--- config.mk ---
export PLATFORM = sky130hd
export DESIGN_NAME = numeric_char_ref_decoder
export DESIGN_NICKNAME = d
export VERILOG_FILES = /design/src/rtl/ncr_pkg.sv /design/src/rtl/numeric_char_ref_decoder.sv /design/src/rtl/ncr_front.sv /design/src/rtl/ncr_fifo.sv /design/src/rtl/ncr_back.sv
export SDC_FILE = /design/constraint.sdc
export NUM_CORES = 1
export LEC_CHECK = 0
export BUFFER_PORTS_ARGS = -buffer_cell sky130_fd_sc_hd__buf_2
export CAP_MARGIN = 20
export CORE_MARGIN = 1.5
export CORE_UTILIZATION = 45
export DETAILED_ROUTE_END_ITERATION = 10
export HOLD_SLACK_MARGIN = 0.15
export PLACE_DENSITY_LB_ADDON = 0.3
export SLEW_MARGIN = 10
export SYNTH_ARGS = -nofsm -noshare
export SYNTH_HDL_FRONTEND = slang
export SYNTH_SLANG_ARGS = --single-unit
--- constraint.sdc ---
create_clock -name i_clk -period 13.45 [get_ports i_clk]
set_input_delay 1.345 -clock i_clk [delete_from_list [all_inputs] [get_ports i_clk]]
set_output_delay 1.345 -clock i_clk [all_outputs]
set_load 0.02 [all_outputs]
--- src/rtl/ncr_pkg.sv ---
// shared types and constants for the numeric character reference decoder
// no dependencies
`timescale 1ns / 1ps

package ncr_pkg;

    localparam int CHAR_W          = 32;
    localparam int CODE_WIDTH_DEF  = 32;
    localparam int QUEUE_DEPTH_DEF = 4;

    localparam logic [7:0] CH_AMP   = 8'h26;
    localparam logic [7:0] CH_HASH  = 8'h23;
    localparam logic [7:0] CH_X_LC  = 8'h78;
    localparam logic [7:0] CH_X_UC  = 8'h58;
    localparam logic [7:0] CH_SEMI  = 8'h3B;
    localparam logic [7:0] CH_PLUS  = 8'h2B;
    localparam logic [7:0] CH_MINUS = 8'h2D;
    localparam logic [7:0] CH_ZERO  = 8'h30;

    typedef enum logic [1:0] {
        KIND_LITERAL = 2'd0,
        KIND_ENTITY  = 2'd1,
        KIND_ERROR   = 2'd2
    } t_kind;

    // one queue entry; pair means an '&' beat goes out ahead of code
    typedef struct packed {
        logic [CHAR_W-1:0] code;
        t_kind             kind;
        logic              pair;
    } t_rec;

endpackage

--- src/rtl/numeric_char_ref_decoder.sv ---
// top level of the numeric character reference decoder: front end, queue, back end
// depends on ncr_pkg, ncr_front, ncr_fifo, ncr_back
//
//   channel   handshake      beat
//   input     push / full    i_in_byte, i_end_of_string
//   result    empty / pop    o_char_code, o_kind, o_last
//
// one text byte per cycle while full is low; each byte is parsed in the cycle it is taken
// a beat is loaded from the queue head into the output register once that register is empty or being popped
// an '&' not followed by '#' gives two beats: the '&' and then the byte after it
// full rises only when the queue of QUEUE_DEPTH entries is full
// synchronous active-low reset empties queue and output and returns to plain text
`timescale 1ns / 1ps

module numeric_char_ref_decoder #(
    parameter int CODE_WIDTH  = ncr_pkg::CODE_WIDTH_DEF,
    parameter int QUEUE_DEPTH = ncr_pkg::QUEUE_DEPTH_DEF
) (
    input  logic        i_clk,
    input  logic        i_rst_n,
    input  logic        push,
    output logic        full,
    input  logic [7:0]  i_in_byte,
    input  logic        i_end_of_string,
    output logic        empty,
    input  logic        pop,
    output logic [31:0] o_char_code,
    output logic [1:0]  o_kind,
    output logic        o_last
);
    import ncr_pkg::*;

    logic  w_accept;
    logic  w_wr;
    t_rec  w_wr_rec;
    logic  w_q_full;
    logic  w_q_empty;
    logic  w_q_rd;
    t_rec  w_q_data;
    t_kind w_kind;

    assign w_accept = push && !w_q_full;
    assign full     = w_q_full;

    ncr_front #(
        .CODE_WIDTH (CODE_WIDTH)
    ) u_front (
        .i_clk           (i_clk),
        .i_rst_n         (i_rst_n),
        .i_accept        (w_accept),
        .i_in_byte       (i_in_byte),
        .i_end_of_string (i_end_of_string),
        .o_wr            (w_wr),
        .o_rec           (w_wr_rec)
    );

    ncr_fifo #(
        .DEPTH (QUEUE_DEPTH)
    ) u_fifo (
        .i_clk   (i_clk),
        .i_rst_n (i_rst_n),
        .i_wr    (w_wr),
        .i_data  (w_wr_rec),
        .o_full  (w_q_full),
        .i_rd    (w_q_rd),
        .o_empty (w_q_empty),
        .o_data  (w_q_data)
    );

    ncr_back u_back (
        .i_clk       (i_clk),
        .i_rst_n     (i_rst_n),
        .i_q_empty   (w_q_empty),
        .i_q_data    (w_q_data),
        .o_q_rd      (w_q_rd),
        .i_pop       (pop),
        .o_empty     (empty),
        .o_char_code (o_char_code),
        .o_kind      (w_kind),
        .o_last      (o_last)
    );

    assign o_kind = w_kind;

    a_queue_flags: assert property (@(posedge i_clk) disable iff (!i_rst_n)
        !(w_q_full && w_q_empty))
        else $error("queue full and empty together");

    a_first_of_pair: assert property (@(posedge i_clk) disable iff (!i_rst_n)
        (!empty && !o_last) |-> (o_kind == KIND_LITERAL && o_char_code == 32'(CH_AMP)))
        else $error("non-last beat is not a literal ampersand");

    a_pair_follows: assert property (@(posedge i_clk) disable iff (!i_rst_n)
        (!empty && pop && !o_last) |=> (!empty && o_last))
        else $error("second beat of pair missing");

    a_error_code: assert property (@(posedge i_clk) disable iff (!i_rst_n)
        (!empty && o_kind == KIND_ERROR) |-> (o_char_code == '0 && o_last))
        else $error("error beat carries a code");

endmodule

--- src/rtl/ncr_front.sv ---
// front end: accepts text bytes, runs the reference parser, emits queue entries
// depends on ncr_pkg
`timescale 1ns / 1ps

module ncr_front #(
    parameter int CODE_WIDTH = ncr_pkg::CODE_WIDTH_DEF
) (
    input  logic          i_clk,
    input  logic          i_rst_n,
    input  logic          i_accept,
    input  logic [7:0]    i_in_byte,
    input  logic          i_end_of_string,
    output logic          o_wr,
    output ncr_pkg::t_rec o_rec
);
    import ncr_pkg::*;

    typedef enum logic [1:0] {
        MODE_NORMAL   = 2'd0,
        MODE_PREAMBLE = 2'd1,
        MODE_BODY     = 2'd2
    } t_mode;

    typedef enum logic [2:0] {
        PH_WS     = 3'd0,
        PH_SIGN   = 3'd1,
        PH_ZERO   = 3'd2,
        PH_PREFIX = 3'd3,
        PH_DIGITS = 3'd4,
        PH_DONE   = 3'd5
    } t_phase;

    typedef enum logic [1:0] {
        RADIX_DEC = 2'd0,
        RADIX_OCT = 2'd1,
        RADIX_HEX = 2'd2
    } t_radix;

    function automatic logic is_space(input logic [7:0] b);
        return b inside {8'h20, [8'h09:8'h0D]};
    endfunction

    // {valid, value} of b as a digit of radix r
    function automatic logic [4:0] digit_val(input logic [7:0] b, input t_radix r);
        logic [4:0] v;
        v = 5'd0;
        if (b inside {[8'h30:8'h39]}) begin
            v = {1'b1, 4'(b - 8'h30)};
        end else if (b inside {[8'h61:8'h66]}) begin
            v = {1'b1, 4'(b - 8'h57)};
        end else if (b inside {[8'h41:8'h46]}) begin
            v = {1'b1, 4'(b - 8'h37)};
        end
        case (r)
            RADIX_HEX: ;
            RADIX_OCT: if (v[3]) v[4] = 1'b0;
            default:   if (v[3:0] > 4'd9) v[4] = 1'b0;
        endcase
        return v;
    endfunction

    t_mode                 r_mode, n_mode;
    logic                  r_hex_req, n_hex_req;
    logic                  r_body_started, n_body_started;
    t_phase                r_phase, n_phase;
    t_radix                r_radix, n_radix;
    logic [CODE_WIDTH-1:0] r_acc, n_acc;
    logic                  r_neg, n_neg;
    logic                  r_digit_seen, n_digit_seen;

    logic                  w_put;
    t_rec                  w_rec;
    logic [4:0]            w_dig;
    logic [CODE_WIDTH-1:0] w_scaled;
    logic [CODE_WIDTH-1:0] w_value;
    logic                  w_start;
    logic                  w_try_digit;

    assign w_dig = digit_val(i_in_byte, r_radix);

    always_comb begin
        case (r_radix)
            RADIX_HEX: w_scaled = r_acc << 4;
            RADIX_OCT: w_scaled = r_acc << 3;
            default:   w_scaled = (r_acc << 3) + (r_acc << 1);
        endcase
    end

    assign w_value = r_neg ? ('0 - r_acc) : r_acc;

    always_comb begin
        n_mode         = r_mode;
        n_hex_req      = r_hex_req;
        n_body_started = r_body_started;
        n_phase        = r_phase;
        n_radix        = r_radix;
        n_acc          = r_acc;
        n_neg          = r_neg;
        n_digit_seen   = r_digit_seen;
        w_put          = 1'b0;
        w_rec          = '0;
        w_start        = 1'b0;
        w_try_digit    = 1'b0;

        case (r_mode)
            MODE_PREAMBLE: begin
                if (i_in_byte != CH_HASH) begin
                    w_put     = 1'b1;
                    w_rec     = '{code: CHAR_W'(i_in_byte), kind: KIND_LITERAL, pair: 1'b1};
                    n_mode    = MODE_NORMAL;
                end else begin
                    n_mode = MODE_BODY;
                end
            end
            MODE_BODY: begin
                if (i_in_byte == CH_X_LC && !r_body_started) begin
                    n_hex_req = 1'b1;
                    n_radix   = RADIX_HEX;
                end else if (i_in_byte == CH_SEMI) begin
                    w_put = 1'b1;
                    if (r_digit_seen) begin
                        w_rec = '{code: CHAR_W'(w_value), kind: KIND_ENTITY, pair: 1'b0};
                    end else begin
                        w_rec = '{code: '0, kind: KIND_ERROR, pair: 1'b0};
                    end
                    n_mode = MODE_NORMAL;
                end else begin
                    n_body_started = 1'b1;
                    case (r_phase)
                        PH_WS: begin
                            if (is_space(i_in_byte)) begin
                                n_phase = r_phase;
                            end else if (i_in_byte == CH_PLUS || i_in_byte == CH_MINUS) begin
                                n_neg   = (i_in_byte == CH_MINUS);
                                n_phase = PH_SIGN;
                            end else begin
                                w_start = 1'b1;
                            end
                        end
                        PH_SIGN: w_start = 1'b1;
                        PH_ZERO: begin
                            if (i_in_byte == CH_X_LC || i_in_byte == CH_X_UC) begin
                                n_radix = RADIX_HEX;
                                n_phase = PH_PREFIX;
                            end else begin
                                w_try_digit = 1'b1;
                            end
                        end
                        PH_PREFIX, PH_DIGITS: w_try_digit = 1'b1;
                        default: n_phase = PH_DONE;
                    endcase

                    if (w_start) begin
                        if (i_in_byte == CH_ZERO) begin
                            n_digit_seen = 1'b1;
                            if (!r_hex_req) n_radix = RADIX_OCT;
                            n_phase = PH_ZERO;
                        end else begin
                            w_try_digit = 1'b1;
                        end
                    end

                    if (w_try_digit) begin
                        if (w_dig[4]) begin
                            n_acc        = w_scaled + CODE_WIDTH'(w_dig[3:0]);
                            n_digit_seen = 1'b1;
                            n_phase      = PH_DIGITS;
                        end else begin
                            n_phase = PH_DONE;
                        end
                    end
                end
            end
            default: begin
                if (i_in_byte == CH_AMP) begin
                    n_mode         = MODE_PREAMBLE;
                    n_hex_req      = 1'b0;
                    n_body_started = 1'b0;
                    n_phase        = PH_WS;
                    n_radix        = RADIX_DEC;
                    n_acc          = '0;
                    n_neg          = 1'b0;
                    n_digit_seen   = 1'b0;
                end else begin
                    n_mode = MODE_NORMAL;
                    w_put  = 1'b1;
                    w_rec  = '{code: CHAR_W'(i_in_byte), kind: KIND_LITERAL, pair: 1'b0};
                end
            end
        endcase

        if (i_end_of_string) begin
            n_mode         = MODE_NORMAL;
            n_hex_req      = 1'b0;
            n_body_started = 1'b0;
            n_phase        = PH_WS;
            n_radix        = RADIX_DEC;
            n_acc          = '0;
            n_neg          = 1'b0;
            n_digit_seen   = 1'b0;
        end
    end

    assign o_wr  = i_accept && w_put;
    assign o_rec = w_rec;

    always_ff @(posedge i_clk) begin
        if (!i_rst_n) begin
            r_mode         <= MODE_NORMAL;
            r_hex_req      <= 1'b0;
            r_body_started <= 1'b0;
            r_phase        <= PH_WS;
            r_radix        <= RADIX_DEC;
            r_acc          <= '0;
            r_neg          <= 1'b0;
            r_digit_seen   <= 1'b0;
        end else if (i_accept) begin
            r_mode         <= n_mode;
            r_hex_req      <= n_hex_req;
            r_body_started <= n_body_started;
            r_phase        <= n_phase;
            r_radix        <= n_radix;
            r_acc          <= n_acc;
            r_neg          <= n_neg;
            r_digit_seen   <= n_digit_seen;
        end
    end

endmodule

--- src/rtl/ncr_fifo.sv ---
// short flop queue between front end and back end
// depends on ncr_pkg
`timescale 1ns / 1ps

module ncr_fifo #(
    parameter int DEPTH = ncr_pkg::QUEUE_DEPTH_DEF
) (
    input  logic          i_clk,
    input  logic          i_rst_n,
    input  logic          i_wr,
    input  ncr_pkg::t_rec i_data,
    output logic          o_full,
    input  logic          i_rd,
    output logic          o_empty,
    output ncr_pkg::t_rec o_data
);
    import ncr_pkg::*;

    localparam int PTR_W = $clog2(DEPTH);
    localparam int CNT_W = $clog2(DEPTH + 1);
    localparam logic [PTR_W-1:0] LAST_PTR = PTR_W'(DEPTH - 1);

    t_rec             r_mem [DEPTH];
    logic [PTR_W-1:0] r_wr_ptr, n_wr_ptr;
    logic [PTR_W-1:0] r_rd_ptr, n_rd_ptr;
    logic [CNT_W-1:0] r_count, n_count;
    logic             w_wr, w_rd;

    assign o_full  = (r_count == CNT_W'(DEPTH));
    assign o_empty = (r_count == '0);
    assign w_wr    = i_wr && !o_full;
    assign w_rd    = i_rd && !o_empty;
    assign o_data  = r_mem[r_rd_ptr];

    always_comb begin
        n_wr_ptr = r_wr_ptr;
        n_rd_ptr = r_rd_ptr;
        n_count  = r_count;
        if (w_wr) n_wr_ptr = (r_wr_ptr == LAST_PTR) ? '0 : r_wr_ptr + 1'b1;
        if (w_rd) n_rd_ptr = (r_rd_ptr == LAST_PTR) ? '0 : r_rd_ptr + 1'b1;
        if (w_wr && !w_rd) n_count = r_count + 1'b1;
        else if (w_rd && !w_wr) n_count = r_count - 1'b1;
    end

    always_ff @(posedge i_clk) begin
        if (!i_rst_n) begin
            r_wr_ptr <= '0;
            r_rd_ptr <= '0;
            r_count  <= '0;
        end else begin
            r_wr_ptr <= n_wr_ptr;
            r_rd_ptr <= n_rd_ptr;
            r_count  <= n_count;
        end
    end

    always_ff @(posedge i_clk) begin
        if (w_wr) r_mem[r_wr_ptr] <= i_data;
    end

endmodule

--- src/rtl/ncr_back.sv ---
// back end: expands queue entries into result beats, holds the output register
// depends on ncr_pkg
`timescale 1ns / 1ps

module ncr_back (
    input  logic                       i_clk,
    input  logic                       i_rst_n,
    input  logic                       i_q_empty,
    input  ncr_pkg::t_rec              i_q_data,
    output logic                       o_q_rd,
    input  logic                       i_pop,
    output logic                       o_empty,
    output logic [ncr_pkg::CHAR_W-1:0] o_char_code,
    output ncr_pkg::t_kind             o_kind,
    output logic                       o_last
);
    import ncr_pkg::*;

    logic              r_valid;
    logic              r_pend;
    logic [7:0]        r_pend_code;
    logic [CHAR_W-1:0] r_code;
    t_kind             r_kind;
    logic              r_last;
    logic              w_free;

    assign w_free = !r_valid || i_pop;
    assign o_q_rd = w_free && !r_pend && !i_q_empty;

    always_ff @(posedge i_clk) begin
        if (!i_rst_n) begin
            r_valid <= 1'b0;
            r_pend  <= 1'b0;
        end else if (w_free) begin
            if (r_pend) begin
                r_valid <= 1'b1;
                r_pend  <= 1'b0;
            end else if (!i_q_empty) begin
                r_valid <= 1'b1;
                r_pend  <= i_q_data.pair;
            end else begin
                r_valid <= 1'b0;
            end
        end
    end

    always_ff @(posedge i_clk) begin
        if (w_free) begin
            if (r_pend) begin
                r_code <= CHAR_W'(r_pend_code);
                r_kind <= KIND_LITERAL;
                r_last <= 1'b1;
            end else if (!i_q_empty) begin
                r_pend_code <= i_q_data.code[7:0];
                if (i_q_data.pair) begin
                    r_code <= CHAR_W'(CH_AMP);
                    r_kind <= KIND_LITERAL;
                    r_last <= 1'b0;
                end else begin
                    r_code <= i_q_data.code;
                    r_kind <= i_q_data.kind;
                    r_last <= 1'b1;
                end
            end
        end
    end

    assign o_empty     = !r_valid;
    assign o_char_code = r_code;
    assign o_kind      = r_kind;
    assign o_last      = r_last;

endmodule
==> results_dict.tcl <==
set metrics [dict create \
    power_density_nw_per_um2 144 \
    grt_max_degree 71 \
    synthArstFlopShare_pct 0 \
    drv_cap 0 \
    area_growth_pct 9.42 \
    rsz0062_at_grt "no" \
    synth_edf_count 183 \
    grt_overflow 0 \
    synth_common_cells "edfxtp_1 (183), nand2_1 (107), nor2_1 (100), o21ai_0 (62), nor2b_1 (60)" \
    p_leak_nw 5.22 \
    core_region_area_um2 28900 \
    htree_levels 1 \
    regArea_um2 6580 \
    die_area_um2 30500 \
    synth_nets 1276 \
    hold_class "reg -> reg" \
    dr.pass1.iters 5 \
    slew_headroom_pct 31.2 \
    max_slew.worst_pin.slew_ns 1.03 \
    clock_latency_ns 0.51 \
    wire_per_inst_um 16.7 \
    rows 62 \
    initial_core_util_pct 46.0 \
    antenna_found_initial 0 \
    yosys-top-cells-area "edfxtp_1 (41%), dfxtp_1 (8.1%), mux4_2 (5.8%), ha_1 (4.4%), xor2_1 (3.1%)" \
    synth_most_common_cell "edfxtp_1" \
    ys.flop_type "edfxtp_1" \
    ys_ff_latch 237 \
    clk_path_buf_depth 3 \
    worst_slack_ns 8.70 \
    arrival_ns 5.13 \
    path_cells "buf_2 > nor4bb_1 > a21boi_1 > nor2_1 > o22a_1 > ha_1 > a21oi_1 > nor2_1 > nor3b_1 > and4_4 > and4_4 > nand4_1 > nor4_1 > xor2_1 > o21ai_1" \
    n_fill_cell 2547 \
    maxSlewViolCount 0 \
    netlist_instances 1213 \
    ys_seq_area_share_pct 49.5 \
    yosys.area.top_type_share_pct 41.4 \
    root_buffer "clkbuf_16" \
    max_clock_freq_mhz 210 \
    multi_input_area_um2 6320 \
    critPathMaxFanout 8 \
    setup_violations 0 \
    wirelength_um 27200 \
    critPathBufInv 1 \
    first_iter_violations 690 \
    drtAntennaViolNets 0 \
    die_width_um 175 \
    antenna_cells 0 \
    grt_usage_pct 17.8 \
    drc 0 \
    postCtsSetupRepairBufs 0 \
    viasPerCell 5.74 \
    clock_sinks 237 \
    critPathTopFamily "simple AND/OR/NAND/NOR gates" \
    ir_worst_vdd_uv 92.0 \
    finalSetupTns_ns 0 \
    nets 1290 \
    yosys_warnings 0 \
    gp_congestion 0.912 \
    cts_tree "done" \
    worstSetupPathType "in -> reg" \
    min_period_ns 4.75 \
    critPathMaxStageDelay_ns 0.60 \
    status "finished clean" \
    clock_skew_ns 0.0141 \
    avgSynthCellArea_um2 10.9 \
    synth.cell_area_um2 13300 \
    pre_cts_slack_ns 8.25 \
    hold_buffers 0 \
    finalCritPeriodShare_pct 35.3 \
    place_hpwl_um 18600 \
    hold_viol 0 \
    pin_count 50 \
    ctsResizeCount 0 \
    synth_cell_types 84 \
    critical_path.startpoint_type "input port" \
    cp.required_ns 13.83 \
    cp-end-kind "flop" \
    synth_area_leader_cell "edfxtp_1" \
    drive_above_1_share_pct 12.6 \
    numCtsBuffers 23 \
    die_h_um 175 \
    grt_pass1_wl_um 45000 \
    slowest_stage "nor4bb_1" \
    clk_pin_slew_ns 0.06 \
    vias 9350 \
    place.port_buffers 49 \
    grt_pass1_vias 8914 \
]
==> cell families (layout without fill, tap and decap cells) <==
family	count (synthesis)	in the layout	share of synthesized area, %
buffers and inverters	101	132	3.02
AND/OR/NAND/NOR	419	419	16.3
AO/OA/AOI/OAI	290	290	15.0
multiplexers	46	46	6.70
adder cells (fa/ha/maj)	50	50	4.88
XOR/XNOR	70	70	4.62
flip-flops	237	237	49.5
==> sequential cells by signal (all words and copies together) (netlist names), 2 cells and up, named ones only <==
| register | flops |
|---|---|
| u_fifo.r_wr_ptr | 2 |
| u_fifo.r_count | 3 |
| u_fifo.r_mem | 140 |
| u_fifo.r_rd_ptr | 2 |
| u_back.o_kind | 2 |
| u_back.r_pend_code | 8 |
| u_front.r_radix | 2 |
| u_back.o_char_code | 32 |
| u_front.r_phase | 3 |
| u_front.r_acc | 32 |
| u_front.r_mode | 2 |
==> path summary, 6_finish.rpt <==
check                                      startpoint                                   to  slack, ns  cells past startpoint
setup / recovery                         i_in_byte[4]       u_front.r_acc[31]$_SDFFE_PN0P_       8.70                     15
setup reg to reg      u_front.r_radix[0]$_SDFFE_PN0P_       u_front.r_acc[31]$_SDFFE_PN0P_       8.99                     16
hold reg to reg   u_front.r_body_started$_SDFFE_PN0P_  u_front.r_body_started$_SDFFE_PN0P_       0.46                      2
hold / removal    u_front.r_body_started$_SDFFE_PN0P_  u_front.r_body_started$_SDFFE_PN0P_       0.46                      2
==> report_power, final <==
group | switching, mW | internal [mW]
registers | 0.0335 | 0.950
clock network | 0.263 | 0.337
logic | 0.305 | 0.202
==> through the flow <==
stage	std cells	power [mW]	area [µm²]	hold WS, ns	util [%]
6_report	1628	2.09	14500	0.464	50.4
4_1_cts	1628	2.12	14500	0.465	50.4
5_1_grt	1628	2.20	14500	0.482	50.4
3_5_place_dp	1586	1.52	13800	0.454	47.9
2_1_floorplan	1213	1.38	13300	0.426	-
3_3_place_gp	1586	1.50	13800	0.455	47.9
==> final cells by class <==
cell class                      count  share of cell area (%)
Sequential cell                   237                    45.3
Multi-Input combinational cell    875                    43.5
Clock buffer                       29                    4.12
Tap cell                          384                    3.31
Timing Repair Buffer               62                    2.36
Inverter                           28                   0.723
Clock inverter                     13                   0.715
==> cell usage in the layout, fill, tap and decap left out, types with 10 or more instances in the layout <==
master,instances
nand2_1,107
nor2b_1,60
a22oi_1,12
a221o_1,12
inv_1,27
o21ai_0,62
xor2_1,47
a211oi_1,11
nor2_1,99
buf_2,49
clkbuf_16,23
nand2b_1,10
o21ai_1,12
nand4_1,10
and2_1,15
ha_1,46
nor4_1,10
mux4_2,34
edfxtp_1,183
dfxtp_1,53
o31ai_1,13
buf_4,13
a31oi_1,11
xnor2_1,23
a221oi_1,14
nand3_1,12
a21oi_1,55
a21o_1,14
nor3_1,30
or3_1,16
==> layer usage <==
| metal | up-vias | share of wire (%) | GRT usage (%) |
|---|---|---|---|
| met5 | - | 0 | 0 |
| met4 | 0 | 1.2 | 3.10 |
| met3 | 30 | 3.8 | 1.70 |
| met2 | 194 | 47 | 30.1 |
| met1 | 4504 | 48 | 25.2 |
| li1 | 4622 | - | - |
==> worst register-to-register path, stage by stage, from the launching register on <==
cell and delay [ns]:
dfxtp_1 0.36, inv_1 0.06, ha_2 0.30, buf_4 0.55
inv_1 0.58, nor2_1 0.23, ha_1 0.21, fa_1 0.22
a21oi_1 0.10, nor2_1 0.31, nor3b_1 0.25, and4_4 0.29
and4_4 0.25, nand4_1 0.14, nor4_1 0.26, xor2_1 0.17
o21ai_1 0.07
(Power assumes the default switching activity.)
